## src/rtl/core/psc_pkg.sv

```systemverilog
// Shared types and constants for the packed string compare pipeline.
`timescale 1ns / 1ps

package psc_pkg;

  localparam int NumElem     = 16;
  localparam int NumWordElem = NumElem / 2;
  localparam int ElemW       = 16;
  localparam int LenW        = $clog2(NumElem + 1);
  localparam int IdxW        = $clog2(NumElem);
  localparam int OperandW    = 128;

  typedef enum logic [1:0] {
    AggEqualAny     = 2'd0,
    AggRanges       = 2'd1,
    AggEqualEach    = 2'd2,
    AggEqualOrdered = 2'd3
  } agg_e;

  typedef enum logic [1:0] {
    PolPositive  = 2'd0,
    PolNegative  = 2'd1,
    PolMaskedPos = 2'd2,
    PolMaskedNeg = 2'd3
  } pol_e;

  typedef logic [ElemW-1:0]   elem_t;
  typedef elem_t [NumElem-1:0] keys_t;
  typedef logic [NumElem-1:0] row_t;
  typedef row_t [NumElem-1:0] matrix_t;

  typedef struct packed {
    logic            words;
    agg_e            agg;
    pol_e            pol;
    logic            sel;
    logic            mask_mode;
    logic [LenW-1:0] len_a;
    logic [LenW-1:0] len_b;
  } ctl_t;

  typedef struct packed {
    ctl_t  ctl;
    keys_t keys_a;
    keys_t keys_b;
  } prep_t;

  typedef struct packed {
    logic [NumElem-1:0] int_result;
    logic [LenW-1:0]    match_index;
    logic [63:0]        mask_low;
    logic [63:0]        mask_high;
    logic               carry_flag;
    logic               zero_flag;
    logic               sign_flag;
    logic               overflow_flag;
  } res_t;

endpackage

```

## src/rtl/core/psc_lane.sv

```systemverilog
// One compare lane: a searched element against every pattern element.
`timescale 1ns / 1ps

module psc_lane (
  input  logic [psc_pkg::IdxW-1:0] lane_idx_i,
  input  psc_pkg::elem_t           b_key_i,
  input  psc_pkg::keys_t           a_keys_i,
  input  psc_pkg::ctl_t            ctl_i,
  output psc_pkg::row_t            row_o
);

  logic b_valid;
  logic a_valid;
  logic hit;

  assign b_valid = {1'b0, lane_idx_i} < ctl_i.len_b;

  always_comb begin
    a_valid = 1'b0;
    hit     = 1'b0;
    for (int i = 0; i < psc_pkg::NumElem; i++) begin
      a_valid = psc_pkg::LenW'(i) < ctl_i.len_a;
      if (ctl_i.agg == psc_pkg::AggRanges) begin
        // even entries are lower bounds, odd entries upper bounds
        hit = (i % 2 == 1) ? (b_key_i <= a_keys_i[i]) : (b_key_i >= a_keys_i[i]);
      end else begin
        hit = (b_key_i == a_keys_i[i]);
      end
      // override rules for elements past the string end
      if (a_valid && b_valid) begin
        row_o[i] = hit;
      end else if (a_valid) begin
        row_o[i] = 1'b0;
      end else if (b_valid) begin
        row_o[i] = (ctl_i.agg == psc_pkg::AggEqualOrdered);
      end else begin
        row_o[i] = (ctl_i.agg == psc_pkg::AggEqualEach) ||
                   (ctl_i.agg == psc_pkg::AggEqualOrdered);
      end
    end
  end

endmodule

```

## config.mk

```make
export PLATFORM = sky130hd
export DESIGN_NAME = psc_lane
export DESIGN_NICKNAME = d
export VERILOG_FILES = /design/src/rtl/core/psc_pkg.sv /design/src/rtl/core/psc_lane.sv
export SDC_FILE = /design/constraint.sdc
export NUM_CORES = 1
export LEC_CHECK = 0
export ABC_AREA = 1
export BUFFER_PORTS_ARGS = -buffer_cell sky130_fd_sc_hd__buf_2
export CAP_MARGIN = 20
export CORE_ASPECT_RATIO = 0.9
export CORE_MARGIN = 1.5
export CORE_UTILIZATION = 50
export DETAILED_ROUTE_END_ITERATION = 7
export PLACE_DENSITY = 0.85
export RECOVER_POWER = 50
export SLEW_MARGIN = 20
export SYNTH_ARGS = -nofsm -noshare
export SYNTH_HDL_FRONTEND = slang
export SYNTH_SLANG_ARGS = --single-unit
```

## constraint.sdc

```tcl
create_clock -name vclk -period 2.8
set_input_delay 0.56 -clock vclk [all_inputs]
set_output_delay 0.56 -clock vclk [all_outputs]
set_load 0.005 [all_outputs]
```

==> summary.txt <==
Final layout
  – Final nets: 2085
  – Filler Cell Count: around 1300
  – Area Growth Syn to Fin: 25.9%
  – Utilization after layout: between 60 and 70%
  – Register area: 0 um^2
  – Clock buffers: 0
  – Share of cells above drive strength 1: 21.9%
  – Seq_cells: 0

Min path
  – Hold EP: row_o[15]
  – Min-delay worst type: in -> out
  – Hold Path Depth: 5
  – Hold path startpoint: ctl_i[9]

STA
  – Fin Hold WS: 1.55 ns
  – F_max: 372 MHz
  – Final-report setup violation count: 0
  – Min Clock Period, post-route: ~2.7 ns
  – RSZ-0062 raised after global routing: true
  – Slew HR: 65.4%
  – Hold Vio Cnt, Final: 0
  – Slew Limit Fails: 0
  – Final worst slack: 0.113 ns
  – Final Cycle Share: roughly 96%
  – Actual slew at the worst max-slew pin: 0.519 ns

Setup path
  – Worst Path Buf+Inv: 3
  – CP most frequent cell: nand2_1
  – CP max stage cell: ha_1
  – Critical Path Max Stage Delay: 0.38 ns
  – Endpoint class of the critical path: output pin
  – Setup crit start kind: input port
  – Top delay family on crit path: buffers and inverters
  – Required time worst endpoint: between 2 and 2.5 ns
  – CP Class: in -> out
  – Crit path max fanout: 16
  – CP cell instances: clkbuf_4, ha_1, a21oi_1, nand2_1, a21oi_1, buf_4, nand2_1, nand2_1, nand2_1, nand2_1, nand2_1, buf_2
  – Crit path arrival time: 2.13 ns

Run
  – Max cap viols: 0

Route
  – Vias/cell: around 5
  – Total number of vias: 8635
  – Iter 0 DRT Violations: 314
  – WL final: 23200 um
  – Routed wire length per instance: 13.4 um
  – Pre-Repair DR Iteration Count: 5
  – Detail Route Antenna Nets: 0
  – Post-route DRC violation count: 0

GRT
  – Vias in the first global route: about 8400
  – Antenna violations before repair: 3
  – First-pass GRT wire length: around 37000 um
  – Grt total ovfl: 0
  – GRT Overall Usage: 29.6%
  – Pin count of the biggest net entering global routing: 17

Power
  – Leak Pwr: approximately 6.3 nW
  – Pwr per Cell Area: 137 nW/um^2
  – Peak supply drop: about 0.088 mV

Yosys
  – Top cell type by total area after synthesis: ha_1
  – YS warnings: 0
  – Cells after Synth: 1218
  – Mapped Area: between 7000 and 8000 um^2
  – Top cells by area, synth: ha_1 44%, inv_1 16%, nand2_1 15%, a21oi_1 7.0%, nor2_1 5.0%
  – Sequential share of the synthesized area: 0%
  – Mapped Avg Cell Area: 6.01 um^2
  – Synth unique cells: 20
  – Yosys top cell area share: 44.3%
  – Syn nets: 1770

Floorplan
  – # rows: between 40 and 50
  – Die Area: 15400 um^2
  – Die height: 118 um
  – Die W: 130 um
  – Placeable Area: 14200 um^2
  – Starting Density: 51.7%
  – I/O pin total: 309

Placed design
  – GPL Wtd Cong: approximately 0.9
  – Pre-CTS WS: -0.0390 ns
  – Detailed Place HPWL: 19600 um
  – # port buffers: 304

Status
  – Status: finished, final reports clean

CTS
  – Setup Buffers After CTS: 0
  – Cts hold-fix bufs: 0
cells in the final DEF, fill, tap and decap left out, types with 2 or more instances in the layout:
cell type / synthesis / layout
clkbuf_1: 0 / 3
buf_2: 4 / 290
ha_1: 259 / 259
clkbuf_4: 0 / 6
a21o_1: 8 / 8
nor2_1: 97 / 95
nor3_2: 0 / 2
nand4_1: 27 / 27
a21oi_1: 103 / 102
nand3_1: 37 / 37
nor2_2: 0 / 2
inv_1: 320 / 320
nand2_1: 288 / 288
o21ai_0: 37 / 37
nand3b_1: 7 / 7
nor3_1: 13 / 11
nand3_2: 10 / 10
buf_4: 0 / 19
diode_2: 0 / 2
synthesized netlist by cell type, drive strengths merged:
cell type and count:
buf 6, nand3 47, o21ai 38, a21oi 103
o211ai 1, nor2 98, a31oi 1, inv 320
a21o 8, nor3 13, nand2 288, o21bai 1
ha 259, nand3b 7, nand4 27, or2 1
area by class of cell:
class / instances / area (um^2) / area share, %
timing repair buffer: 319 / 1670 / 18.1
antenna: 2 / 5.00 / 0.0544
tap: 193 / 241 / 2.62
inverter: 320 / 1200 / 13.0
multi-input combinational: 892 / 6090 / 66.1
metrics by stage:
stage / instance area [um^2] / instances / setup TNS (ns) / total power, mW
floorplan: 7310 / 1218 / 0 / 0.741
global placement: 9160 / 1724 / -0.00231 / 1.19
detailed placement: 9160 / 1724 / -0.182 / 1.24
CTS: 9160 / 1724 / 0 / 1.25
global route: 9210 / 1726 / -0.0429 / 1.47
finish: 9210 / 1726 / 0 / 1.26
worst max-delay path by stage:
| stage | start | to | depth (start not counted) |
|---|---|---|---|
| 4_1_cts | b_key_i[15] | row_o[0] | 11 |
| 3_5_place_dp | ctl_i[3] | row_o[4] | 11 |
| 2_1_floorplan | ctl_i[2] | row_o[10] | 11 |
| 3_3_place_gp | ctl_i[3] | row_o[4] | 11 |
| 5_1_grt | b_key_i[11] | row_o[0] | 11 |
| 6_report | b_key_i[11] | row_o[2] | 12 |
cell families after synthesis:
logic type / count (synthesis) / share of synthesized area, %
and+or+nand+nor: 481 / 27.8
buffers and inverters: 326 / 17.0
adders and majority gates: 259 / 44.3
AOI/OAI and AO/OA: 152 / 10.9
routing by layer:
layer  GRT usage [%]  share of wire (%)  up-vias
li1                -                  -     4512
met1            35.1                 43     3726
met2            54.2                 47      333
met3            2.09                6.2       62
met4            12.0                4.1        2
met5               0              0.043        -
report_power, final:
part           internal (mW)     total, mW  leakage, nW  switching (mW)
clock           0.0000000956  0.0000000957    0.0000127               0
sequential                 0             0            0               0
combinational          0.550          1.26         6.30           0.712
what timing repair did:
item	4_1_cts	5_1_grt
resized for setup	1	21
cloned	0	0
setup endpoints to repair	10	14
Power figures use the tool's default switching activity.
