**src/rtl/core/psc_pkg.sv**
```systemverilog
// Shared types and constants for the packed string compare pipeline.
`timescale 1ns / 1ps

package psc_pkg;

  localparam int NumElem     = 16;
  localparam int NumWordElem = NumElem / 2;
  localparam int ElemW       = 16;
  localparam int LenW        = $clog2(NumElem + 1);
  localparam int IdxW        = $clog2(NumElem);
  localparam int OperandW    = 128;

  typedef enum logic [1:0] {
    AggEqualAny     = 2'd0,
    AggRanges       = 2'd1,
    AggEqualEach    = 2'd2,
    AggEqualOrdered = 2'd3
  } agg_e;

  typedef enum logic [1:0] {
    PolPositive  = 2'd0,
    PolNegative  = 2'd1,
    PolMaskedPos = 2'd2,
    PolMaskedNeg = 2'd3
  } pol_e;

  typedef logic [ElemW-1:0]   elem_t;
  typedef elem_t [NumElem-1:0] keys_t;
  typedef logic [NumElem-1:0] row_t;
  typedef row_t [NumElem-1:0] matrix_t;

  typedef struct packed {
    logic            words;
    agg_e            agg;
    pol_e            pol;
    logic            sel;
    logic            mask_mode;
    logic [LenW-1:0] len_a;
    logic [LenW-1:0] len_b;
  } ctl_t;

  typedef struct packed {
    ctl_t  ctl;
    keys_t keys_a;
    keys_t keys_b;
  } prep_t;

  typedef struct packed {
    logic [NumElem-1:0] int_result;
    logic [LenW-1:0]    match_index;
    logic [63:0]        mask_low;
    logic [63:0]        mask_high;
    logic               carry_flag;
    logic               zero_flag;
    logic               sign_flag;
    logic               overflow_flag;
  } res_t;

endpackage

```
**src/rtl/core/psc_merge.sv**
```systemverilog
// Aggregation of lane rows, polarity, index select, mask expand and flags.
`timescale 1ns / 1ps

module psc_merge (
  input  psc_pkg::matrix_t rows_i,
  input  psc_pkg::ctl_t    ctl_i,
  output psc_pkg::res_t    res_o
);

  logic [psc_pkg::LenW-1:0]     n;
  psc_pkg::row_t                valid_elems;
  psc_pkg::row_t                res1, res2, len_mask;
  logic [psc_pkg::NumElem:0]    len_mask_wide;
  logic [psc_pkg::LenW-1:0]     idx;
  logic [psc_pkg::OperandW-1:0] mask;
  logic                         bit_any, bit_rng, bit_ord;

  assign n           = ctl_i.words ? psc_pkg::LenW'(psc_pkg::NumWordElem)
                                   : psc_pkg::LenW'(psc_pkg::NumElem);
  assign valid_elems = ctl_i.words ? psc_pkg::row_t'({psc_pkg::NumWordElem{1'b1}})
                                   : '1;

  always_comb begin
    res1 = '0;
    for (int j = 0; j < psc_pkg::NumElem; j++) begin
      bit_any = |(rows_i[j] & valid_elems);
      bit_rng = 1'b0;
      for (int p = 0; p < psc_pkg::NumWordElem; p++) begin
        bit_rng = bit_rng | (rows_i[j][2*p] & rows_i[j][2*p+1] & valid_elems[2*p+1]);
      end
      // ordered: diagonal from (j,0) down to the last valid element
      bit_ord = 1'b1;
      for (int k = 0; k < psc_pkg::NumElem; k++) begin
        if (j + k < psc_pkg::NumElem) begin
          if (psc_pkg::LenW'(j + k) < n) bit_ord = bit_ord & rows_i[j+k][k];
        end
      end
      unique case (ctl_i.agg)
        psc_pkg::AggEqualAny:     res1[j] = bit_any;
        psc_pkg::AggRanges:       res1[j] = bit_rng;
        psc_pkg::AggEqualEach:    res1[j] = rows_i[j][j];
        psc_pkg::AggEqualOrdered: res1[j] = bit_ord;
        default:                  res1[j] = 1'b0;
      endcase
      res1[j] = res1[j] & valid_elems[j];
    end
  end

  assign len_mask_wide = ({{psc_pkg::NumElem{1'b0}}, 1'b1} << ctl_i.len_b)
                       - (psc_pkg::NumElem + 1)'(1);
  assign len_mask      = len_mask_wide[psc_pkg::NumElem-1:0];

  always_comb begin
    unique case (ctl_i.pol)
      psc_pkg::PolNegative:  res2 = ~res1 & valid_elems;
      psc_pkg::PolMaskedNeg: res2 = (res1 ^ len_mask) & valid_elems;
      default:               res2 = res1;
    endcase
  end

  always_comb begin
    idx = n;
    if (ctl_i.sel) begin
      for (int i = 0; i < psc_pkg::NumElem; i++) begin
        if (res2[i]) idx = psc_pkg::LenW'(i);
      end
    end else begin
      for (int i = psc_pkg::NumElem - 1; i >= 0; i--) begin
        if (res2[i]) idx = psc_pkg::LenW'(i);
      end
    end
  end

  always_comb begin
    mask = '0;
    if (ctl_i.sel) begin
      for (int i = 0; i < psc_pkg::NumElem; i++) begin
        if (ctl_i.words) begin
          if (i < psc_pkg::NumWordElem) mask[i*psc_pkg::ElemW +: psc_pkg::ElemW] = {psc_pkg::ElemW{res2[i]}};
        end else begin
          mask[i*8 +: 8] = {8{res2[i]}};
        end
      end
    end else begin
      mask = psc_pkg::OperandW'(res2);
    end
  end

  always_comb begin
    res_o.int_result    = res2;
    res_o.match_index   = ctl_i.mask_mode ? '0 : idx;
    res_o.mask_low      = ctl_i.mask_mode ? mask[63:0] : '0;
    res_o.mask_high     = ctl_i.mask_mode ? mask[127:64] : '0;
    res_o.carry_flag    = |res2;
    res_o.zero_flag     = ctl_i.len_b < n;
    res_o.sign_flag     = ctl_i.len_a < n;
    res_o.overflow_flag = res2[0];
  end

endmodule

```
**config.mk**
```make
export PLATFORM = sky130hd
export DESIGN_NAME = psc_merge
export DESIGN_NICKNAME = d
export VERILOG_FILES = /design/src/rtl/core/psc_pkg.sv /design/src/rtl/core/psc_merge.sv
export SDC_FILE = /design/constraint.sdc
export NUM_CORES = 1
export LEC_CHECK = 0
export ABC_AREA = 1
export BUFFER_PORTS_ARGS = -buffer_cell sky130_fd_sc_hd__clkbuf_2
export CELL_PAD_IN_SITES_DETAIL_PLACEMENT = 1
export CELL_PAD_IN_SITES_GLOBAL_PLACEMENT = 2
export CORE_MARGIN = 2
export CORE_UTILIZATION = 18
export DETAILED_ROUTE_END_ITERATION = 12
export PLACE_DENSITY_LB_ADDON = 0.1
export SLEW_MARGIN = 10
export SYNTH_ARGS = -nofsm -noshare
export SYNTH_HDL_FRONTEND = slang
export SYNTH_SLANG_ARGS = --single-unit
```
**constraint.sdc**
```tcl
create_clock -name vclk -period 9.6
set_input_delay 1.92 -clock vclk [all_inputs]
set_output_delay 1.92 -clock vclk [all_outputs]
set_load 0.01 [all_outputs]
```
==> summary.txt <==
Logic synthesis
  • Post-Syn Nets: 1,219
  • Top cell type's share of synthesized area: 18.38%
  • Sequential element share of the synthesized area: 0%
  • Synth top area cells: nand2_1 18%, buf_4 16%, a21oi_1 8.5%
  • Netlist cell types: 45
  • Yosys top cell by area: nand2_1
  • Cells after synthesis: 943
  • Cell Area, Synth: 4840 sq um
  • Syn Area/Cell: 5.132 sq um
  • Yosys Warn Count: 0

GRT
  • Total grt overflow: 0
  • Gr usage total: 20.28%
  • Vias in the first global route: 7,652
  • Initial antenna violation count: 8
  • First-pass GRT wire length: 44.62 mm
  • Largest net degree at the start of global routing: 68

Floorplan
  • Die Area: 28,210 sq um
  • Die X-Extent: 168.0 microns
  • Rows: 60
  • Initial Util: 18.16%
  • # IOs: 426
  • Die Y: 168.0 microns
  • Core Area: 26,650 sq um

Power and ir drop
  • VDD IR-drop max: 0.01071 mV
  • Power density cells: 51.89 nW/um^2
  • Total Power: 336.1 uW
  • Pleak: 0.003779 uW

Place
  • Buffers added on ports: 423
  • Gpl congestion: 0.8495
  • Pre-CTS WS: 2.829 ns
  • Detailed Place HPWL: 26.40 mm

Setup path
  • Crit path required time: 7.68 ns
  • Max Fanout on Critical Path: 67
  • Critical Path Start Type: input pin
  • CP Capture Point: res_o[132]
  • Critical path origin: ctl_i[16]
  • Setup Crit Path Kind: in2out
  • Crit. End Element: output pin
  • Critical path arrival: 4.82 ns

Route
  • DRC violations left: 0
  • WL per Instance: 18.86 microns
  • Vias/cell: 4.577
  • Via count: 7,287
  • DRT iter0 DRCs: 302
  • Routed Antenna Nets: 0
  • Total wire length: 30.02 mm
  • Pre-Repair DR Iteration Count: 4

Run status
  • Outcome: complete, no violations

STA
  • Setup total negative slack: 0 ns
  • Max Fclk: 0.1484 GHz
  • Setup repair after global routing missed its margin: no
  • Slew headroom: 50.79%
  • Hold WS: 4.140 ns
  • Crit share post-route: 70.18%
  • Minimum clock period: 6.737 ns
  • Worst Setup Slack, final: 2.863 ns
  • Final setup viols: 0
  • Slew @ Worst Pin: 0.7381 ns
  • Final Max Tran Viols: 0
  • Final hold violations: 0

Clock network
  • Number of hold-repair buffers added at the cts stage: 0
  • Post-CTS Setup Bufs: 0
  • CTS resizes: 0

Finish
  • Layout cells sized above 1: 37.30%
  • # nets final: 1,522
  • FF+latch area: 0 sq um
  • Fillers: 3,649
  • Clock buf count: 0
  • Area Overhead vs Synth: 33.84%
  • Seq Cell Count: 0

Worst hold path
  • Hold crit path type: in2out
  • Hold path start: ctl_i[10]

Flow run
  • Max Cap Violations: 0
cells in the mapped netlist (all sizes together), types with 2 or more instances:
| cell | n |
|---|---|
| xor2 | 2 |
| a22o | 4 |
| a31oi | 7 |
| o2111ai | 7 |
| nand4 | 43 |
| inv | 123 |
| a221oi | 4 |
| nand2 | 243 |
| nor3 | 29 |
| o21ai | 40 |
| a32oi | 3 |
| ha | 3 |
| a21oi | 82 |
| a21o | 4 |
| buf | 117 |
| o22ai | 4 |
| clkbuf | 7 |
| a211oi | 7 |
| nor4 | 24 |
| nand3b | 4 |
| o41ai | 4 |
| nor2 | 100 |
| nand3 | 69 |
| o31ai | 5 |
worst max-delay path, cell delays in order:
cell	delay, ns
clkbuf_2	0.11
inv_4	0.51
o21ai_0	0.41
a21oi_1	0.22
nand2_1	0.09
nand3_1	0.07
nand2_1	0.25
inv_2	0.12
nand2_1	0.06
nand2_1	0.06
nand2_1	0.05
nand2_1	0.05
nand2_1	0.05
nand2_1	0.07
nand2_1	0.06
nand2_1	0.05
nand2_1	0.06
nand2_1	0.07
nand2_1	0.05
nand2_1	0.09
nand2_1	0.06
a21oi_1	0.12
clkbuf_2	0.16
layout make-up:
class,instances,area [sq um],share of cell area (%)
antenna,7,17.52,0.2704
inverter,123,464.2,7.166
multi-input combinational,696,3437,53.06
tap,341,426.7,6.587
timing repair buffer,425,2132,32.91
through the flow:
stage	util (%)	instances	cell area [sq um]
2_1_floorplan	-	943	4840
3_3_place_gp	24.24	1585	6460
3_5_place_dp	24.24	1585	6460
4_1_cts	24.24	1585	6460
5_1_grt	24.30	1591	6475
6_report	24.31	1592	6477
layer usage:
layer / wire length, microns / up-vias / GRT usage [%] / part of all wire (%)
li1: - / 3696 / - / -
met3: 1851 / 20 / 3.268 / 6.2
met2: 14910 / 248 / 37.98 / 50
met5: 11 / - / 0 / 0.037
met4: 456 / 2 / 3.743 / 1.5
met1: 12790 / 3321 / 24.44 / 43
placed cells by master (no fill, tap or decap), types with 2 or more instances in the layout:
cell type	synthesis	final
a211oi_1	6	6
o21ai_0	30	30
nand2_1	237	237
nor2_1	94	94
a221oi_1	4	4
a31oi_1	7	7
o21ai_1	9	9
o2111ai_1	7	7
nand3b_1	4	4
clkbuf_2	0	423
xor2_1	2	2
o31ai_1	5	5
a21o_1	4	4
inv_1	108	108
o41ai_1	4	4
nor2_4	2	2
nand2_2	5	5
a22o_1	4	4
nand3_2	4	4
diode_2	0	7
nor3_1	25	25
nor4_1	24	24
nand4_1	43	43
a21oi_1	82	82
a32oi_1	3	3
inv_2	14	14
buf_4	103	2
nand3_1	65	65
ha_1	3	3
nor3_2	4	4
o22ai_1	4	4
nor2_2	4	4
cells by family (layout without fill, tap and decap cells):
group	Yosys count	count (layout)	synth area share, %
and+or+nand+nor	515	515	48.19
adders and majority gates	3	3	0.7757
AOI/OAI and AO/OA	175	175	21.35
xor gates and xnor gates	3	3	0.6982
other	0	7	0
buffers and inverters	247	548	28.98
worst min path at each step:
| stage | end | slack [ns] | cells past startpoint |
|---|---|---|---|
| final | res_o[136] | 4.14 | 3 |
| after floorplan | res_o[136] | 3.87 | 1 |
| after detailed placement | res_o[136] | 4.14 | 3 |
| after global placement | res_o[136] | 4.14 | 3 |
| after global routing | res_o[136] | 4.17 | 3 |
| after CTS | res_o[136] | 4.15 | 3 |
power breakdown:
group / switching [uW] / total [uW] / leakage, uW / internal, uW
clock network: 0 / 0.0000979 / 0.0000000444 / 0.0000978
logic: 214 / 336 / 0.00378 / 122
registers: 0 / 0 / 0 / 0
(Power assumes the default switching activity.)
