**src/rtl/core/psc_pkg.sv**
```systemverilog
// Shared types and constants for the packed string compare pipeline.
`timescale 1ns / 1ps

package psc_pkg;

  localparam int NumElem     = 16;
  localparam int NumWordElem = NumElem / 2;
  localparam int ElemW       = 16;
  localparam int LenW        = $clog2(NumElem + 1);
  localparam int IdxW        = $clog2(NumElem);
  localparam int OperandW    = 128;

  typedef enum logic [1:0] {
    AggEqualAny     = 2'd0,
    AggRanges       = 2'd1,
    AggEqualEach    = 2'd2,
    AggEqualOrdered = 2'd3
  } agg_e;

  typedef enum logic [1:0] {
    PolPositive  = 2'd0,
    PolNegative  = 2'd1,
    PolMaskedPos = 2'd2,
    PolMaskedNeg = 2'd3
  } pol_e;

  typedef logic [ElemW-1:0]   elem_t;
  typedef elem_t [NumElem-1:0] keys_t;
  typedef logic [NumElem-1:0] row_t;
  typedef row_t [NumElem-1:0] matrix_t;

  typedef struct packed {
    logic            words;
    agg_e            agg;
    pol_e            pol;
    logic            sel;
    logic            mask_mode;
    logic [LenW-1:0] len_a;
    logic [LenW-1:0] len_b;
  } ctl_t;

  typedef struct packed {
    ctl_t  ctl;
    keys_t keys_a;
    keys_t keys_b;
  } prep_t;

  typedef struct packed {
    logic [NumElem-1:0] int_result;
    logic [LenW-1:0]    match_index;
    logic [63:0]        mask_low;
    logic [63:0]        mask_high;
    logic               carry_flag;
    logic               zero_flag;
    logic               sign_flag;
    logic               overflow_flag;
  } res_t;

endpackage

```
**src/rtl/core/psc_prep.sv**
```systemverilog
// Element unpack, sign bias and effective string lengths.
`timescale 1ns / 1ps

module psc_prep (
  input  logic [1:0]          mode_i,
  input  logic [7:0]          control_i,
  input  logic [63:0]         operand_a_low_i,
  input  logic [63:0]         operand_a_high_i,
  input  logic [63:0]         operand_b_low_i,
  input  logic [63:0]         operand_b_high_i,
  input  logic signed [31:0]  len_a_i,
  input  logic signed [31:0]  len_b_i,
  output psc_pkg::prep_t      prep_o
);

  logic [psc_pkg::OperandW-1:0] op_a, op_b;
  logic                         words, sgn;
  logic [psc_pkg::LenW-1:0]     n;
  psc_pkg::keys_t               raw_a, raw_b;
  psc_pkg::elem_t               bias;
  logic [31:0]                  mag_a, mag_b;
  logic [psc_pkg::LenW-1:0]     imp_a, imp_b, exp_a, exp_b;

  assign op_a  = {operand_a_high_i, operand_a_low_i};
  assign op_b  = {operand_b_high_i, operand_b_low_i};
  assign words = control_i[0];
  assign sgn   = control_i[1];
  assign n     = words ? psc_pkg::LenW'(psc_pkg::NumWordElem)
                       : psc_pkg::LenW'(psc_pkg::NumElem);

  always_comb begin
    for (int i = 0; i < psc_pkg::NumElem; i++) begin
      if (words) begin
        if (i < psc_pkg::NumWordElem) begin
          raw_a[i] = op_a[i*psc_pkg::ElemW +: psc_pkg::ElemW];
          raw_b[i] = op_b[i*psc_pkg::ElemW +: psc_pkg::ElemW];
        end else begin
          raw_a[i] = '0;
          raw_b[i] = '0;
        end
      end else begin
        raw_a[i] = {8'h00, op_a[i*8 +: 8]};
        raw_b[i] = {8'h00, op_b[i*8 +: 8]};
      end
    end
  end

  // signed compare becomes unsigned after flipping the element sign bit
  always_comb begin
    bias = '0;
    if (sgn) begin
      bias = words ? psc_pkg::elem_t'(16'h8000) : psc_pkg::elem_t'(16'h0080);
    end
  end

  // implicit length: index of first null element
  always_comb begin
    imp_a = n;
    imp_b = n;
    for (int i = psc_pkg::NumElem - 1; i >= 0; i--) begin
      if (psc_pkg::LenW'(i) < n && raw_a[i] == '0) imp_a = psc_pkg::LenW'(i);
      if (psc_pkg::LenW'(i) < n && raw_b[i] == '0) imp_b = psc_pkg::LenW'(i);
    end
  end

  // explicit length: magnitude saturated to the element count
  assign mag_a = len_a_i[31] ? (32'd0 - 32'(len_a_i)) : 32'(len_a_i);
  assign mag_b = len_b_i[31] ? (32'd0 - 32'(len_b_i)) : 32'(len_b_i);
  assign exp_a = (mag_a > 32'(n)) ? n : mag_a[psc_pkg::LenW-1:0];
  assign exp_b = (mag_b > 32'(n)) ? n : mag_b[psc_pkg::LenW-1:0];

  always_comb begin
    for (int i = 0; i < psc_pkg::NumElem; i++) begin
      prep_o.keys_a[i] = raw_a[i] ^ bias;
      prep_o.keys_b[i] = raw_b[i] ^ bias;
    end
    prep_o.ctl.words     = words;
    prep_o.ctl.agg       = psc_pkg::agg_e'(control_i[3:2]);
    prep_o.ctl.pol       = psc_pkg::pol_e'(control_i[5:4]);
    prep_o.ctl.sel       = control_i[6];
    prep_o.ctl.mask_mode = mode_i[0];
    prep_o.ctl.len_a     = mode_i[1] ? imp_a : exp_a;
    prep_o.ctl.len_b     = mode_i[1] ? imp_b : exp_b;
  end

endmodule

```
**config.mk**
```make
export PLATFORM = sky130hd
export DESIGN_NAME = psc_prep
export DESIGN_NICKNAME = d
export VERILOG_FILES = /design/src/rtl/core/psc_pkg.sv /design/src/rtl/core/psc_prep.sv
export SDC_FILE = /design/constraint.sdc
export NUM_CORES = 1
export LEC_CHECK = 0
export BUFFER_PORTS_ARGS = -buffer_cell sky130_fd_sc_hd__buf_2
export CORE_AREA = 3 3 337 339
export DETAILED_ROUTE_END_ITERATION = 8
export DIE_AREA = 0 0 340 342
export MAX_ROUTING_LAYER = met4
export PLACE_DENSITY = 0.3
export SYNTH_ARGS = -nofsm -noshare
export SYNTH_HDL_FRONTEND = slang
export SYNTH_SLANG_ARGS = --single-unit
```
**constraint.sdc**
```tcl
create_clock -name vclk -period 6.37
set_input_delay 0 -clock vclk [all_inputs]
set_output_delay 0 -clock vclk [all_outputs]
set_load 0.05 [all_outputs]
```
==> impl_metrics.toml, run 1 <==
[status]
outcome = "finished clean"

[finish]
clkbuf_count = 0
layout_commonest_cell = "buf_2"
fillers = 13100
fin_util_pct = 11.5
seq_area_um2 = 0
nets = 2156
area_delta_synth_final_pct = 59.6
drive_gt1_share_pct = 48.0
final_cell_mix = "buf_2, and2_1, nor2b_1, conb_1, mux2_2"
multiInputGateArea_um2 = 6920
seq_cell_count = 0

[critical_path]
worstPathRequired_ns = 6.37
cp-start-kind = "input port"
cp.arrival_ns = 3.74
crit_buf_inv = 5
critPathKind = "in -> out"
critPathCaptureType = "output port"
worst-path-stages = 12
cpPeakStageDelay_ns = 0.85
critPathMostFrequentCell = "buf_4"
path_max_fanout = 154
crit_chain = "buf_8 > buf_12 > buf_4 > nand3_1 > a211oi_1 > buf_4 > nor2b_1 > o221ai_1 > nand2b_1 > a41oi_1 > o22ai_1 > buf_2"
crit_slowest_cell = "buf_4"
cp_top_family = "buffers and inverters"

[floorplan]
row_count = 122
ios = 859
initial_core_util_pct = 7.18
dieArea_um2 = 116000
dieWidth_um = 340
core_um2 = 111000
fp.dieH_um = 342

[synth]
synth_cells = 1178
yosysTopAreaCell = "mux2_2"
ys_types = 71
synth_top_area_share_pct = 15.3
synth_area_leaders = "mux2_2, buf_4, and2_1"
syn_area_per_cell_um2 = 6.74
yosysWarnings = 0
netlist_area_um2 = 7940
yosysSeqAreaShare_pct = 0

[detailed_routing]
drt_pass1_iterations = 5
wl_um = 71000
drtIter0Drc = 492
num_vias = 11019
ant_nets = 0
wl_per_cell_um = 21.4
avgViaCountPerCell = 3.32
remaining_drc_errors = 0

[cts]
cts_resized = 0
cts_setup_buffers = 0
cts_hold_buf = 0

[placed_design]
gp_congestion = 0.867
io_buffers = 734
dp_hpwl_um = 64200

[global_route]
grt_start_max_net_pins = 155
overflow = 0
grt_first_pass_wirelength_um = 91900
grt_usage_pct = 11.6
antenna_found_initial = 21
grt_pass1_vias = 10743

[min_path]
hold_depth = 0
hold_path.class = "in -> out"

[sta]
worstMarginPinSlew_ns = 1.17
rsz0062_at_grt = "false"
slew_headroom_pct = 22.3
max_freq_mhz = 268
finalCriticalPeriod_ns = 3.74
finalCritPeriodShare_pct = 58.7
fin_setup_tns_ns = 0
drv_slew = 0
finalSetupViolCount = 0
hold_viol_final = 0

[job]
max_cap_viol_count = 0
-- kinds of logic (layout without fill, tap and decap cells) --
kind of cell               after synthesis  in the layout  share of synthesized area, %
AOI/OAI and AO/OA                      166            166                          14.5
xor gates and xnor gates                39             39                          4.30
adders and majority gates                6              6                         0.945
buffers and inverters                  237            766                          18.3
muxes                                  115            115                          16.2
other                                    1            124                        0.0472
and+or+nand+nor                        614            614                          45.7
-- cell type report --
class / instances / area share [%]
antenna: 12 / 0.237
inverter: 20 / 0.592
multi-input combinational: 1052 / 54.6
tap: 1488 / 14.7
timing repair buffer: 746 / 29.9
-- path summary, 6_finish.rpt --
path / endpoint / startpoint
worst min-delay path: prep_o[527] / control_i[3]
worst max-delay path: prep_o[519] / control_i[0]
-- per-layer routing --
metal / vias to the layer above / wire (um) / share of wire (%) / GRT usage [%]
met4: 0 / 1040 / 1.5 / 1.56
li1: 5291 / - / - / -
met1: 5169 / 32100 / 45 / 15.0
met5: - / 0 / 0 / -
met3: 26 / 4290 / 6.0 / 1.98
met2: 533 / 33600 / 47 / 19.2
-- metrics by stage --
step,hold WS (ns),setup slack [ns],area [um2],std cells
after global routing,0.000292,2.14,12700,3312
after detailed placement,0.000399,2.47,12600,3306
final,0.000316,2.63,12700,3318
after CTS,0.000399,2.47,12600,3306
after floorplan,0.167,2.90,8360,1289
after global placement,0.000399,2.44,12600,3306
-- cell usage after synthesis (7+ instances only) --
cell,n
or3_1,21
o31ai_1,8
a21oi_1,31
nand2_1,49
o21ai_0,33
buf_4,148
nor2b_1,121
buf_1,10
a31oi_1,13
and2_1,143
mux2_2,108
clkbuf_1,52
mux2i_1,7
nor4_1,63
nand3_1,18
nor2_1,74
xnor2_1,20
nand4_1,12
nand4b_1,9
nor3_1,37
buf_2,7
nand2b_1,10
xor2_1,19
or4_1,21
inv_1,19
==> inputs of run 2 (changes only) <==
--- a/config.mk
+++ b/config.mk
@@ -6,9 +6,9 @@
 export NUM_CORES = 1
 export LEC_CHECK = 0
 export BUFFER_PORTS_ARGS = -buffer_cell sky130_fd_sc_hd__buf_2
-export CORE_AREA = 3 3 337 339
+export CORE_AREA = 3 3 330 332
 export DETAILED_ROUTE_END_ITERATION = 8
-export DIE_AREA = 0 0 340 342
+export DIE_AREA = 0 0 333 335
 export MAX_ROUTING_LAYER = met4
 export PLACE_DENSITY = 0.3
 export SYNTH_ARGS = -nofsm -noshare
==> constraint.sdc (replaced) <==
create_clock -name vclk -period 3.8
set_input_delay 0 -clock vclk [all_inputs]
set_output_delay 0 -clock vclk [all_outputs]
set_load 0.05 [all_outputs]
==> impl_metrics.toml, run 2 (synthesized netlist as in run 1, its figures left out) <==
[sta]
drv_slew = 0
rsz0062_at_grt = "false"
finalCritPeriodShare_pct = 88.2
finalCriticalPeriod_ns = 3.35
hold_viol_final = 0
timing.final.ws_setup_ns = 0.450
fin_setup_tns_ns = 0
finalSetupViolCount = 0
slew_headroom_pct = 44.9
worstMarginPinSlew_ns = 0.816
max_freq_mhz = 298

[critical_path]
worstPathRequired_ns = 3.80
cp.arrival_ns = 3.35
cp-start-kind = "input port"
path_max_fanout = 7
critPathCaptureType = "output port"
critPathKind = "in -> out"

[global_route]
grt_first_pass_wirelength_um = 92500
grt_start_max_net_pins = 76
antenna_found_initial = 19
grt_pass1_vias = 11003
overflow = 0
grt_usage_pct = 12.1

[job]
max_cap_viol_count = 0

[finish]
seq_cell_count = 0
seq_area_um2 = 0
layout_commonest_cell = "buf_2"
clkbuf_count = 0
multiInputGateArea_um2 = 6920
fillers = 12639
nets = 2202
drive_gt1_share_pct = 49.3
fin_util_pct = 12.1
area_delta_synth_final_pct = 62.6
final_cell_mix = "buf_2, and2_1, nor2b_1, conb_1, mux2_2"

[placed_design]
io_buffers = 734
pre_cts_slack_ns = 0.468
gp_congestion = 0.891
dp_hpwl_um = 63900

[floorplan]
dieWidth_um = 333
core_um2 = 107000
row_count = 120
dieArea_um2 = 112000
ios = 859
initial_core_util_pct = 7.45
fp.dieH_um = 335

[detailed_routing]
num_vias = 11327
wl_per_cell_um = 21.6
ant_nets = 0
drtIter0Drc = 649
avgViaCountPerCell = 3.45
drt_pass1_iterations = 5
remaining_drc_errors = 0
wl_um = 70900

[pwr]
peakVddDrop_uv = 103
power_mw = 2.56
p_per_area_nw_per_um2 = 198
power.leakage_nw = 5.96

[cts]
cts_resized = 0
cts_setup_buffers = 0
cts_hold_buf = 0

[status]
outcome = "finished clean"

[min_path]
hp-start = "control_i[3]"
holdPathEnd = "prep_o[527]"
hold_depth = 0
hold_path.class = "in -> out"
## run 2: cell types whose count changed in the layout (fill, tap and decap cells not counted)
| cell | change |
|---|---|
| a211oi_1 | -1 |
| diode_2 | +2 |
| nor4_2 | -1 |
| a211oi_2 | +1 |
| nor4_1 | +1 |
| buf_4 | +46 |
## run 2: power by group
part / total (mW) / internal [mW] / leakage, nW / switching (mW)
logic: 2.56 / 0.588 / 5.96 / 1.97
registers: 0 / 0 / 0 / 0
clock network: 0.000000198 / 0.000000198 / 0.0000979 / 0
total: 2.56 / 0.588 / 5.96 / 1.97
## run 2: worst max-delay path, stage by stage
cell,delay (ns)
buf_2,0.13
or4_1,0.67
or4_1,0.65
o31a_1,0.37
nor4_1,0.29
o31ai_1,0.16
nor4_4,0.38
nor2_1,0.08
o31ai_1,0.30
buf_2,0.33
## run 2: per-stage QoR
stage / std cells / area, um2 / hold slack [ns]
floorplan: 1289 / 8360 / 0.167
global placement: 3267 / 12900 / 0.00132
detailed placement: 3267 / 12900 / 0.00132
CTS: 3267 / 12900 / 0.00132
global route: 3274 / 12900 / 0.000471
finish: 3281 / 12900 / 0.000510
## run 2: cell type report
cell class	instances	share of cell area, %
multi-input combinational	1052	53.5
timing repair buffer	792	32.0
tap	1403	13.6
inverter	20	0.581
antenna	14	0.271
## run 2: worst max path at each step
stage | startpoint | end | cells after the start
finish | len_a_i[9] | prep_o[520] | 10
global route | len_a_i[9] | prep_o[520] | 10
CTS | len_a_i[9] | prep_o[520] | 10
detailed placement | len_a_i[9] | prep_o[520] | 10
global placement | len_a_i[9] | prep_o[520] | 10
floorplan | len_a_i[31] | prep_o[520] | 13
## run 2: per-layer routing
layer  track usage, %  wire, um  vias to the layer above
li1                 -         -                     5381
met1             15.3     31100                     5339
met2             20.9     34700                      579
met3             1.75      4190                       28
met4             1.53       955                        0
met5                -         0                        -
Note: power is estimated with default switching activity, not from simulation.
==> inputs of run 3 (changes only) <==
--- a/config.mk
+++ b/config.mk
@@ -6,11 +6,13 @@
 export NUM_CORES = 1
 export LEC_CHECK = 0
 export BUFFER_PORTS_ARGS = -buffer_cell sky130_fd_sc_hd__buf_2
-export CORE_AREA = 3 3 330 332
+export CELL_PAD_IN_SITES_DETAIL_PLACEMENT = 2
+export CELL_PAD_IN_SITES_GLOBAL_PLACEMENT = 2
+export CORE_AREA = 3 3 332 334
 export DETAILED_ROUTE_END_ITERATION = 8
-export DIE_AREA = 0 0 333 335
+export DIE_AREA = 0 0 335 337
 export MAX_ROUTING_LAYER = met4
-export PLACE_DENSITY = 0.3
+export PLACE_DENSITY = 0.44
 export SYNTH_ARGS = -nofsm -noshare
 export SYNTH_HDL_FRONTEND = slang
 export SYNTH_SLANG_ARGS = --single-unit
==> impl_metrics.toml, run 3 (synthesized netlist as in run 1, its figures left out) <==
[min_path]
hp-start = "control_i[3]"
hold_path.class = "in -> out"
holdPathEnd = "prep_o[527]"
hold_depth = 0

[job]
max_cap_viol_count = 0

[floorplan]
core_um2 = 107000
fp.dieH_um = 337
initial_core_util_pct = 7.41
ios = 859
dieArea_um2 = 113000
dieWidth_um = 335
row_count = 120

[finish]
fillers = 13073
fin_cells = 3268
final_cell_mix = "buf_2, and2_1, nor2b_1, conb_1, mux2_2"
clkbuf_count = 0
seq_area_um2 = 0
layout_commonest_cell = "buf_2"
seq_cell_count = 0
nets = 2187
drive_gt1_share_pct = 48.8
multiInputGateArea_um2 = 6910
area_delta_synth_final_pct = 61.5

[detailed_routing]
avgViaCountPerCell = 3.53
wl_per_cell_um = 23.1
wl_um = 75500
num_vias = 11545
drt_pass1_iterations = 4
drtIter0Drc = 387
remaining_drc_errors = 0
ant_nets = 0

[critical_path]
critPathCaptureType = "output port"
critPathKind = "in -> out"
path_max_fanout = 7
worstPathRequired_ns = 3.80
cp.arrival_ns = 3.54
cp-start-kind = "input port"

[cts]
cts_setup_buffers = 0
cts_resized = 0
cts_hold_buf = 0

[sta]
slew_headroom_pct = 28.0
fin_setup_tns_ns = 0
finalCritPeriodShare_pct = 93.1
timing.final.ws_setup_ns = 0.261
worstMarginPinSlew_ns = 1.07
finalSetupViolCount = 0
rsz0062_at_grt = "false"
drv_slew = 0
finalCriticalPeriod_ns = 3.54
max_freq_mhz = 283
hold_viol_final = 0

[global_route]
overflow = 0
antenna_found_initial = 18
grt_first_pass_wirelength_um = 100000
grt_start_max_net_pins = 77
grt_usage_pct = 12.8
grt_pass1_vias = 12184

[placed_design]
dpl.cell_count = 3252
io_buffers = 734
dp_hpwl_um = 68700
pre_cts_slack_ns = 0.286
gp_congestion = 0.874

[status]
outcome = "finished clean"
==> run 3: cell count changes in the layout (fill, tap and decap cells not counted), sizes merged <==
cell	change
diode	+2
buf	-15
==> run 3: area by class of cell <==
cell class	instances	share of cell area [%]
Antenna cell	16	0.312
Timing Repair Buffer	777	31.5
Tap cell	1403	13.7
Inverter	20	0.585
Multi-Input combinational cell	1052	53.9
==> run 3: metrics by stage <==
stage                     hold WS (ns)  utilization, %  area (um2)
after global routing          0.000297            11.9       12800
after CTS                     0.000370            11.9       12800
after detailed placement      0.000370            11.9       12800
after floorplan                  0.167               -        8360
final                         0.000295            12.0       12800
after global placement        0.000370            11.9       12800
==> run 3: how the worst max path moves through the flow <==
stage | from | to | slack (ns) | cells after the start
after detailed placement | len_a_i[9] | prep_o[520] | 0.29 | 10
after floorplan | len_a_i[31] | prep_o[520] | 0.33 | 13
after global routing | len_b_i[0] | prep_o[515] | 0.03 | 14
after CTS | len_a_i[9] | prep_o[520] | 0.27 | 10
after global placement | len_a_i[9] | prep_o[520] | 0.24 | 10
final | len_a_i[9] | prep_o[520] | 0.26 | 10
==> run 3: layer usage <==
layer / GRT usage [%] / wire, um
met5: - / 0
met1: 15.4 / 31400
met4: 1.49 / 881
met2: 22.9 / 38100
met3: 2.06 / 5160
==> run 3: critical path, stage by stage <==
cell	delay (ns)
buf_2	0.13
or4_1	0.68
or4_1	0.66
o31a_1	0.37
nor4_1	0.24
o31ai_1	0.15
nor4_4	0.40
nor2_1	0.09
o31ai_1	0.45
buf_2	0.36
